<file path="config.mk">
export PLATFORM = sky130hd
export DESIGN_NAME = lobm_cell
export DESIGN_NICKNAME = d
export VERILOG_FILES = /design/src/lobm_pkg.sv /design/src/lobm_cell.sv
export SDC_FILE = /design/constraint.sdc
export NUM_CORES = 1
export LEC_CHECK = 0
export BUFFER_PORTS_ARGS = -buffer_cell sky130_fd_sc_hd__buf_2
export CORE_AREA = 2 2 192 194
export CTS_CLUSTER_DIAMETER = 60
export DETAILED_ROUTE_END_ITERATION = 7
export DIE_AREA = 0 0 194 196
export PLACE_DENSITY_LB_ADDON = 0.2
export SKIP_CTS_REPAIR_TIMING = 1
export SYNTH_ARGS = -nofsm -noshare
export SYNTH_HDL_FRONTEND = slang
export SYNTH_SLANG_ARGS = --single-unit
export TNS_END_PERCENT = 30
</file>
<file path="constraint.sdc">
create_clock -name clk -period 4.9 [get_ports clk]
set_input_delay 0.245 -clock clk [delete_from_list [all_inputs] [get_ports clk]]
set_output_delay 0.245 -clock clk [all_outputs]
set_load 0.01 [all_outputs]
</file>
<file path="src/lobm_pkg.sv">
// Shared codes and control types of the limit order book matcher.
`default_nettype none
package lobm_pkg;

	// Request actions, carried in s_tuser
	localparam logic [1:0] ACT_LIMIT  = 2'd0;
	localparam logic [1:0] ACT_MARKET = 2'd1;
	localparam logic [1:0] ACT_CANCEL = 2'd2;
	localparam logic [1:0] ACT_MODIFY = 2'd3;

	// Final status codes
	localparam logic [1:0] ST_OK        = 2'd0;
	localparam logic [1:0] ST_NOT_FOUND = 2'd1;
	localparam logic [1:0] ST_REJECT    = 2'd2;
	localparam logic [1:0] ST_PARTIAL   = 2'd3;

	// Result kinds, carried in m_tuser
	localparam logic KIND_TRADE  = 1'b0;
	localparam logic KIND_STATUS = 1'b1;

	// Operation broadcast to the slot cells
	typedef enum logic [2:0] {
		CMD_NONE,
		CMD_PLACE,
		CMD_KILL,
		CMD_SETQ,
		CMD_SETQS,
		CMD_TAKE
	} cmd_op_t;

	typedef struct packed {
		cmd_op_t     op;
		logic        tk2_en;
		logic [15:0] qty;
	} cmd_t;

	// Sequencer states
	typedef enum logic [1:0] {
		S_IDLE,
		S_SWEEP,
		S_DECIDE
	} state_t;

	// What the sweep just finished was run for
	typedef enum logic [1:0] {
		PH_LOOKUP,
		PH_MATCH,
		PH_MARKET
	} phase_t;

endpackage
`default_nettype wire

</file>
<file path="src/lobm_cell.sv">
// One resting order slot with its stage of the best-price search chain.
`default_nettype none
module lobm_cell #(
	parameter int unsigned MAX_ORDERS = 32,
	parameter int unsigned PRICE_BITS = 8,
	parameter int unsigned ID_BITS = 16,
	parameter int unsigned IDX = 0,
	localparam int unsigned IW = (MAX_ORDERS > 1) ? $clog2(MAX_ORDERS) : 1,
	localparam int unsigned CW = 2 * (1 + IW + PRICE_BITS + 32 + 16 + ID_BITS)
		+ (1 + IW + 1 + PRICE_BITS + 16) + (1 + IW)
) (
	input  logic                  clk,
	input  logic                  arst_n,
	input  lobm_pkg::cmd_t        cmd,
	input  logic [IW-1:0]         cmd_idx,
	input  logic [IW-1:0]         tk2_idx,
	input  logic                  wr_side,
	input  logic [PRICE_BITS-1:0] wr_price,
	input  logic [ID_BITS-1:0]    wr_id,
	input  logic [31:0]           stamp,
	input  logic [ID_BITS-1:0]    find_id,
	input  logic [CW-1:0]         carry_i,
	output logic [CW-1:0]         carry_o
);
	import lobm_pkg::*;

	typedef struct packed {
		logic                  vld;
		logic [IW-1:0]         idx;
		logic [PRICE_BITS-1:0] price;
		logic [31:0]           age;
		logic [15:0]           qty;
		logic [ID_BITS-1:0]    id;
	} best_t;

	typedef struct packed {
		logic                  hit;
		logic [IW-1:0]         idx;
		logic                  side;
		logic [PRICE_BITS-1:0] price;
		logic [15:0]           qty;
	} find_t;

	typedef struct packed {
		logic          vld;
		logic [IW-1:0] idx;
	} free_t;

	typedef struct packed {
		best_t bid;
		best_t ask;
		find_t fnd;
		free_t fre;
	} carry_t;

	localparam logic [IW-1:0] MY = IW'(IDX);

	logic                  vld_q;
	logic                  side_q;
	logic [PRICE_BITS-1:0] price_q;
	logic [ID_BITS-1:0]    id_q;
	logic [15:0]           qty_q;
	logic [31:0]           seq_q;
	logic [15:0]           qty_dec;
	logic                  sel;
	logic                  sel2;
	logic [31:0]           age;
	carry_t                c_in;
	carry_t                c_nx;
	carry_t                carry_q;
	best_t                 mine;
	logic                  bid_take;
	logic                  ask_take;

	assign sel     = (cmd_idx == MY);
	assign sel2    = cmd.tk2_en && (tk2_idx == MY);
	assign qty_dec = qty_q - cmd.qty;

	// Track slot occupancy
	always_ff @(posedge clk or negedge arst_n) begin
		if (!arst_n) begin
			vld_q <= 1'b0;
		end else begin
			case (cmd.op)
				CMD_PLACE: begin
					if (sel) vld_q <= 1'b1;
				end
				CMD_KILL: begin
					if (sel) vld_q <= 1'b0;
				end
				CMD_TAKE: begin
					if ((sel || sel2) && (qty_dec == 16'd0)) vld_q <= 1'b0;
				end
				default: begin
				end
			endcase
		end
	end

	// Update slot contents
	always_ff @(posedge clk) begin
		case (cmd.op)
			CMD_PLACE: begin
				if (sel) begin
					side_q  <= wr_side;
					price_q <= wr_price;
					id_q    <= wr_id;
					qty_q   <= cmd.qty;
					seq_q   <= stamp;
				end
			end
			CMD_SETQ: begin
				if (sel) qty_q <= cmd.qty;
			end
			CMD_SETQS: begin
				if (sel) begin
					qty_q <= cmd.qty;
					seq_q <= stamp;
				end
			end
			CMD_TAKE: begin
				if (sel || sel2) qty_q <= qty_dec;
			end
			default: begin
			end
		endcase
	end

	// Fold this slot into the running best, lookup and free search
	always_comb begin
		c_in       = carry_t'(carry_i);
		age        = stamp - seq_q;
		mine.vld   = 1'b1;
		mine.idx   = MY;
		mine.price = price_q;
		mine.age   = age;
		mine.qty   = qty_q;
		mine.id    = id_q;
		bid_take = vld_q && !side_q && (!c_in.bid.vld || (price_q > c_in.bid.price)
			|| ((price_q == c_in.bid.price) && (age > c_in.bid.age)));
		ask_take = vld_q && side_q && (!c_in.ask.vld || (price_q < c_in.ask.price)
			|| ((price_q == c_in.ask.price) && (age > c_in.ask.age)));
		c_nx     = c_in;
		if (bid_take) c_nx.bid = mine;
		if (ask_take) c_nx.ask = mine;
		if (!c_in.fnd.hit && vld_q && (id_q == find_id)) begin
			c_nx.fnd.hit   = 1'b1;
			c_nx.fnd.idx   = MY;
			c_nx.fnd.side  = side_q;
			c_nx.fnd.price = price_q;
			c_nx.fnd.qty   = qty_q;
		end
		if (!c_in.fre.vld && !vld_q) begin
			c_nx.fre.vld = 1'b1;
			c_nx.fre.idx = MY;
		end
	end

	// Hand the search on to the next cell
	always_ff @(posedge clk) begin
		carry_q <= c_nx;
	end

	assign carry_o = carry_q;

endmodule
`default_nettype wire

</file>
# After elaboration in Yosys (flattened, before gate mapping)
# Cells that the tools add are included.
# Widths: inputs -> output; s select.
[op_classes]
mul = 0
div_mod_pow = 0
reduce_logical = 33
n_addsub = 2
n_lt_le_gt_ge = 4
eq_ne = 13
n_mux = 10
shifts = 0
bitwise_logic = 0
[op_table]
columns = ["operator", "n"]
rows = [
  ["$mux 72", 2],
  ["$gt 32x32->1", 2],
  ["$mux 16", 2],
  ["$pmux 16 s2", 1],
  ["$sub 32x32->32", 1],
  ["$mux 25", 1],
  ["$eq 16x16->1", 1],
  ["$eq 8x8->1", 2],
  ["$logic_not 16->1", 1],
  ["$sub 16x16->16", 1],
  ["$logic_and 1x1->1", 11],
  ["$logic_not 5->1", 2],
  ["$gt 8x8->1", 1],
  ["$lt 8x8->1", 1],
  ["$ne 2x2->1 const B", 4],
  ["$eq 3x2->1 const B", 2],
  ["$eq 3x3->1 const B", 2],
  ["$logic_not 1->1", 6],
  ["$logic_or 1x1->1", 5],
  ["$reduce_and 2->1", 2],
  ["$reduce_and 4->1", 1],
  ["$eq 3x1->1 const B", 1],
  ["$mux 1", 3],
  ["$pmux 1 s3", 1],
  ["other kinds (6)", 6],
]
[totals]
elab_cells = 87
rom_bits = 0
ramBits = 0
latch_bits = 0
inputBits = 298
reg_bits = 267
output_inout_bits = 193
memories = 0

# Longest topological paths before layout
# Gate-level depths: netlist of the first run.
[logic_depth]
depth_word = 6
ltp_mapped = 23
ltp_nobuf = 21

# Least setup slack after synthesis of the first run
# No wires, ideal clock.
[synth_path]
kind = "register -> register"
startpoint = "register seq_q[0]"
endpoint = "register carry_q, in the netlist carry_o[162]"
setup_slack_ns = 0.570
synth_period_minus_slack_ns = 4.330
arrival_ns = 4.209
setup_time_ns = 0.121
n_path_buf = 2
t_required_ns = 4.779
path_stages_with_launch = 23
path_cell_list = "edfxtp_1 -> ha_1 -> inv_1 -> fa_1 -> a211oi_1 -> o21ai_0 -> a21oi_1 -> o211ai_1 -> nand2_1 -> o221a_2 -> o21ai_0 -> xor2_1 -> ha_1 -> nand3_1 -> nor2_1 -> nand2_1 -> nor2_1 -> a2111oi_0 -> o221ai_1 -> o21ai_2 -> buf_4 -> buf_4 -> mux2_2"
[synth_rtl]
columns = ["item", "line_no", "text"]
rows = [
  ["start: declaration", "lobm_cell.sv:63", "logic [31:0] seq_q;"],
  ["start signal: assignment", "lobm_cell.sv:109", "seq_q <= stamp;"],
  ["start signal: assignment", "lobm_cell.sv:118", "seq_q <= stamp;"],
  ["end signal: assignment", "lobm_cell.sv:161", "carry_q <= c_nx;"],
  ["end: declaration", "lobm_cell.sv:70", "carry_t carry_q;"],
]

==> out/metrics.cfg, run 1 <==
[run_status]
outcome = complete, but fails checks
violations = negative hold slack, negative setup slack

[clock_network]
tritoncts = built
cts_max_level = 2
cts_buffer_depth = 3
clk-insertion-delay-late_ns = 0.55
cts_made_buffers = 34
clock_sinks = 267
clkTransAtPathRegs_ns = 0.06
cts-root-buf = clkbuf_16

[power]
worst_ir_drop_vdd_uv = 361
combPwrFrac = 0.209
power.density_nw_per_um2 = 290
intPower_w = 0.00453
leakage_nw = 10.3
swShare = 0.270
power_frac_clock = 0.403
seq_power_share = 0.388
p_sw_w = 0.00167

[logic_synthesis]
synthTopCellsByCount = dfxtp_1, mux2_2, inv_1
synth-warning-count = 0
syn_area_per_cell_um2 = 10.8
ys_types = 66
synth-seq-area-share = 0.458
syn_inst = 1224
synthArstFlopShare = 0.00375
netlist.top_cell.by_area = dfxtp_1
synth_fp_nets = 1650
yosysMostFrequentCell = dfxtp_1
ys_ff_latch = 267
synth_edf_count = 73
ys_top_cells_by_area = dfxtp_1, edfxtp_1, mux2_2
synth.top_cell.area_share = 0.291
syn_area_um2 = 13300
synth_ff_type = dfxtp_1

[critical_path]
critPathLaunchType = flop
path_max_fanout = 10
timing.rr.start = seq_q[1]$_DFFE_PP_
cp_data_required_time_ns = 5.33
reg2reg_depth = 21
endpoint_kind = flop
r2r_setup_slack_ns = -0.11
r2r-end = carry_o[174]$_DFF_P_
critPathArrivalTime_ns = 5.45
critical_path_class = reg -> reg

[sta]
setup-violations-final = 83
period_share = 1.02
slew_headroom = 0.492
whs_ns = -0.00660
finalCriticalPeriod_ns = 5.01
hold_viol = 3
setup_ws_ns = -0.114
rsz0062_at_grt = yes
fmax_mhz = 199
fin_tns_setup_ns = -3.53
worst_pin_slew_ns = 0.743
finClkSkew_ns = 0.0211
slew_viol_final = 0

[floorplan]
die-area_um2 = 38000
rows = 70
core_um2 = 36100
die_x_um = 194
dieHeight_um = 196
initial_core_util = 0.368
io_pins = 491

[global_route]
grt_max_degree = 42
antenna_found_initial = 3
first_global_vias = 11237
gr-usage-all-layers = 0.222
grt_pass1_wl_um = 64800
grt-ovfl-total = 0

[routing]
ant_nets = 0
vias = 12444
route.detailed.drc = 0
viasPerCell = 4.90
routed_wl_um = 51600
dr.pass1.iters = 5
dr.first_iter.drc_count = 597
wl_per_cell_um = 20.3

[run]
maxCapViolCount = 0

[final_layout]
final_nets = 2469
final_area_um2 = 21400
layout-drive-gt1-share = 0.399
areaGrowthSynthToFinish_pct = 61.2
final_util = 0.593

[min_path]
min_from = cmd[6]
min_path_cells = 3
worst_hold_path_type = in -> reg
hold_end = qty_q[6]$_DFFE_PP_

[placed_design]
port_buffers = 490
post-dp-hpwl_um = 34800
gp_congestion = 0.863
post_dp_cell_area_um2 = 16400
dp_slack_ns = -0.315

-- critical path, stage by stage (launching register included) --
cell	delay, ns
edfxtp_1	0.37
inv_2	0.10
ha_4	0.20
nor2b_4	0.12
o31a_1	0.33
o31ai_4	0.36
o311ai_2	0.16
a31oi_2	0.29
o21ai_2	0.12
a221oi_2	0.33
xnor2_2	0.15
ha_1	0.34
nand3_2	0.09
nor2_2	0.11
nand4_1	0.17
or3_4	0.47
o21ai_4	0.18
nor2_4	0.07
o21ai_4	0.21
buf_6	0.21
buf_12	0.16
mux2_2	0.35
-- cells by family after synthesis --
group / share of synthesized area
flip-flops: 0.458
AO/OA/AOI/OAI: 0.107
AND/OR/NAND/NOR: 0.0795
buffers and inverters: 0.0514
multiplexers: 0.142
adder cells (fa/ha/maj): 0.122
XOR/XNOR: 0.0402
-- routing by layer --
metal | vias up | global-route usage | share of wire
met2 | 454 | 0.372 | 0.48
met5 | - | 0 | 0.00037
li1 | 5978 | - | -
met3 | 87 | 0.0533 | 0.058
met4 | 4 | 0.0788 | 0.032
met1 | 5921 | 0.280 | 0.43
-- power by group through the flow --
stage | combinational (W) | sequential [W] | clock (W)
3_3_place_gp | 0.000933 | 0.00245 | 0
6_report | 0.00130 | 0.00240 | 0.00250
2_1_floorplan | 0.000489 | 0.00249 | 0
5_1_grt | 0.00141 | 0.00241 | 0.00261
3_5_place_dp | 0.000945 | 0.00245 | 0
4_1_cts | 0.000952 | 0.00240 | 0.00254
-- per-stage QoR --
stage	std cells	power (W)
after floorplan	1224	0.00298
after global placement	2180	0.00338
after detailed placement	2180	0.00339
after CTS	2242	0.00589
after global routing	2538	0.00643
final	2538	0.00620
-- state kept, by name, summed over array words and instances, names as in the netlist --
| register | flops |
|---|---|
| qty_q | 16 |
| seq_q | 32 |
| side_q | 1 |
| vld_q | 1 |
| id_q | 16 |
| carry_o | 193 |
| price_q | 8 |
-- layout make-up --
| class | count | area (um^2) |
|---|---|---|
| Inverter | 144 | 541 |
| Fill cell | 2975 | 14700 |
| Timing Repair Buffer | 811 | 5920 |
| Multi-Input combinational cell | 785 | 7170 |
| Clock inverter | 18 | 185 |
| Clock buffer | 44 | 920 |
| Sequential cell | 267 | 6080 |
| Tap cell | 468 | 586 |
| Antenna cell | 1 | 2.50 |
-- worst max-delay path by stage --
| stage | depth (start not counted) | to | start | slack [ns] |
|---|---|---|---|---|
| 4_1_cts | 22 | carry_o[139]$_DFF_P_ | seq_q[0]$_DFFE_PP_ | -0.24 |
| 5_1_grt | 22 | carry_o[172]$_DFF_P_ | seq_q[1]$_DFFE_PP_ | -0.28 |
| 3_3_place_gp | 24 | carry_o[140]$_DFF_P_ | stamp[0] | -0.26 |
| 3_5_place_dp | 24 | carry_o[139]$_DFF_P_ | stamp[0] | -0.32 |
| 2_1_floorplan | 22 | carry_o[162]$_DFF_P_ | seq_q[0]$_DFFE_PP_ | 0.57 |
| 6_report | 21 | carry_o[174]$_DFF_P_ | seq_q[1]$_DFFE_PP_ | -0.11 |
-- cells in the final DEF, fill, tap and decap left out, types with 8 or more instances in the layout --
master and count:
nand3_1 16, xor2_1 25, mux2_2 61, nand2b_1 10, nor3_1 8, dfxtp_1 193
a21oi_1 54, dlygate4sd3_1 250, clkbuf_1 8, inv_1 143, xnor2_1 32, nand4_1 19
and2_1 12, edfxtp_1 73, nand2_1 52, nor2b_1 17, buf_6 8, o21bai_1 11
buf_2 490, ha_1 123, nor2_1 42, clkbuf_16 46, buf_12 12, a21o_1 22
buf_4 36, o21a_1 14, a211oi_1 9, o21ai_0 52, mux2_4 104
(Power assumes the default switching activity.)
==> inputs of run 2 (changes only) <==
- CORE_AREA: 2 2 192 194 -> 5 5 190 192
- DIE_AREA: 0 0 194 196 -> 0 0 195 197
==> run 2 against run 1 <==
Against the previous run:
- the flow finishes with violations (negative hold slack)
- sequential share of layout area is 1.2 points higher
- worst setup slack better by 0.17 ns
- global-route usage is 0.17 points higher
- sequential power hardly changed
- critical path depth is 2 higher
- via count is 1.6% lower
- first-iteration DRC count is 21% lower
- power is 1.9% lower
- non-clock buffer count is 30 lower
- critical path type unchanged
- critical endpoint is now carry_o[68]$_DFF_P_
==> out/metrics.cfg, run 2 (synthesis results as in run 1) <==
[final_layout]
layout_commonest_cell = buf_2
final_nets = 2440
final_area_um2 = 20500
largest_reg_flops = 193
fin_cells = 2499
areaGrowthSynthToFinish_pct = 54.6
mostFrequentLayoutCells = buf_2, dlygate4sd3_1, dfxtp_1
layout-drive-gt1-share = 0.388
n_fill_cell = 2896
final_util = 0.600

[global_route]
grt_max_degree = 44
gr-usage-all-layers = 0.224
antenna_found_initial = 8
grt_pass1_wl_um = 66900
first_global_vias = 11477
grt-ovfl-total = 0

[critical_path]
path_max_fanout = 11
critical_path_class = reg -> reg
critPathLaunchType = flop
r2r_setup_slack_ns = 0.05
r2r-end = carry_o[68]$_DFF_P_
timing.rr.start = seq_q[1]$_DFFE_PP_
reg2reg_depth = 23
critPathArrivalTime_ns = 5.26
endpoint_kind = flop
cp_data_required_time_ns = 5.31

[floorplan]
dieHeight_um = 197
initial_core_util = 0.388
rows = 68
core_um2 = 34200
die_x_um = 195
die-area_um2 = 38400
io_pins = 491

[sta]
period_share = 0.989
slew_headroom = 0.377
worst_pin_slew_ns = 0.932
setup-violations-final = 0
finClkSkew_ns = 0.0264
finalCriticalPeriod_ns = 4.85
rsz0062_at_grt = yes
slew_viol_final = 0
hold_viol = 1
whs_ns = -0.00287
fmax_mhz = 206

[routing]
ant_nets = 0
dr.pass1.iters = 5
vias = 12246
routed_wl_um = 51000
dr.first_iter.drc_count = 474
wl_per_cell_um = 20.4
route.detailed.drc = 0
viasPerCell = 4.90

[clock_network]
clkTransAtPathRegs_ns = 0.06
cts-root-buf = clkbuf_16
cts_buffer_depth = 3
clk-insertion-delay-late_ns = 0.53
cts_max_level = 2
clock_sinks = 267
cts_made_buffers = 35
tritoncts = built

[placed_design]
port_buffers = 490
gp_congestion = 0.871
post-dp-hpwl_um = 36700
placed_cells = 2171
post_dp_cell_area_um2 = 16400

[run_status]
outcome = complete, but fails checks
violations = negative hold slack

[power]
worst_ir_drop_vdd_uv = 263
power.density_nw_per_um2 = 296
leakage_nw = 9.73

[min_path]
min_from = carry_i[69]
worst_hold_path_type = in -> reg
min_path_cells = 3
hold_end = carry_o[69]$_DFF_P_

[run]
maxCapViolCount = 0

-- run 2: cell types whose count changed in the layout (fill, tap and decap cells not counted), moves of 4 or more --
| cell | previous run | this run |
|---|---|---|
| clkbuf_16 | 46 | 41 |
| mux2_4 | 104 | 24 |
| dlygate4sd3_1 | 250 | 241 |
| clkbuf_8 | 1 | 6 |
| buf_12 | 12 | 5 |
| mux2_2 | 61 | 141 |
| xnor2_2 | 4 | 0 |
| xnor2_1 | 32 | 36 |
| diode_2 | 1 | 5 |
| buf_6 | 8 | 3 |
-- run 2: how the worst max path moves through the flow --
| stage | startpoint | endpoint | slack, ns | cells after the start |
|---|---|---|---|---|
| after floorplan | seq_q[0]$_DFFE_PP_ | carry_o[162]$_DFF_P_ | 0.57 | 22 |
| after global placement | seq_q[1]$_DFFE_PP_ | carry_o[134]$_DFF_P_ | -0.08 | 20 |
| after detailed placement | stamp[0] | carry_o[63]$_DFF_P_ | -0.18 | 24 |
| after CTS | seq_q[1]$_DFFE_PP_ | carry_o[125]$_DFF_P_ | -0.11 | 20 |
| after global routing | seq_q[1]$_DFFE_PP_ | carry_o[68]$_DFF_P_ | -0.13 | 23 |
| final | seq_q[1]$_DFFE_PP_ | carry_o[68]$_DFF_P_ | 0.05 | 23 |
-- run 2: per-stage QoR --
stage               power (W)  setup WS, ns  setup TNS, ns
detailed placement    0.00341        -0.178         -16.52
floorplan             0.00298         0.570              0
global route          0.00634        -0.134          -9.56
CTS                   0.00590        -0.113         -10.18
finish                0.00608        0.0525              0
global placement      0.00339       -0.0839          -4.95
-- run 2: layout make-up --
type                       instances  area [um^2]  area share
clock inverter                    13         96.3     0.00469
clock buffer                      49         1010      0.0492
antenna                            5         12.5    0.000610
tap                              455          569      0.0277
timing repair buffer             781         5460       0.266
inverter                         144          541      0.0263
sequential                       267         6080       0.296
multi-input combinational        785         6760       0.329
-- run 2: metal layers --
metal | GRT usage | wire (um)
met1 | 0.275 | 21100
met2 | 0.393 | 25300
met3 | 0.0632 | 3210
met4 | 0.0504 | 1320
met5 | 0 | 35
-- run 2: critical path, stage by stage (launching register included) --
cell and delay [ns]:
edfxtp_1 0.37, inv_2 0.07, ha_1 0.22, nor2b_4 0.13, o31a_1 0.34, o31ai_4 0.30
buf_6 0.15, o311ai_4 0.12, a31oi_4 0.28, o21ai_4 0.09, a221oi_2 0.27, xnor2_1 0.12
buf_4 0.16, ha_4 0.26, nand4_1 0.10, nor2_1 0.14, and3_1 0.21, nand4_1 0.17
a31oi_2 0.22, nor3_2 0.09, o22ai_4 0.16, buf_12 0.20, clkbuf_16 0.20, mux2_2 0.35
-- run 2: power by group --
group / internal [W] / switching (W)
combinational: 0.000635 / 0.000568
sequential: 0.00237 / 0.0000357
clock: 0.00146 / 0.00102
total: 0.00446 / 0.00162
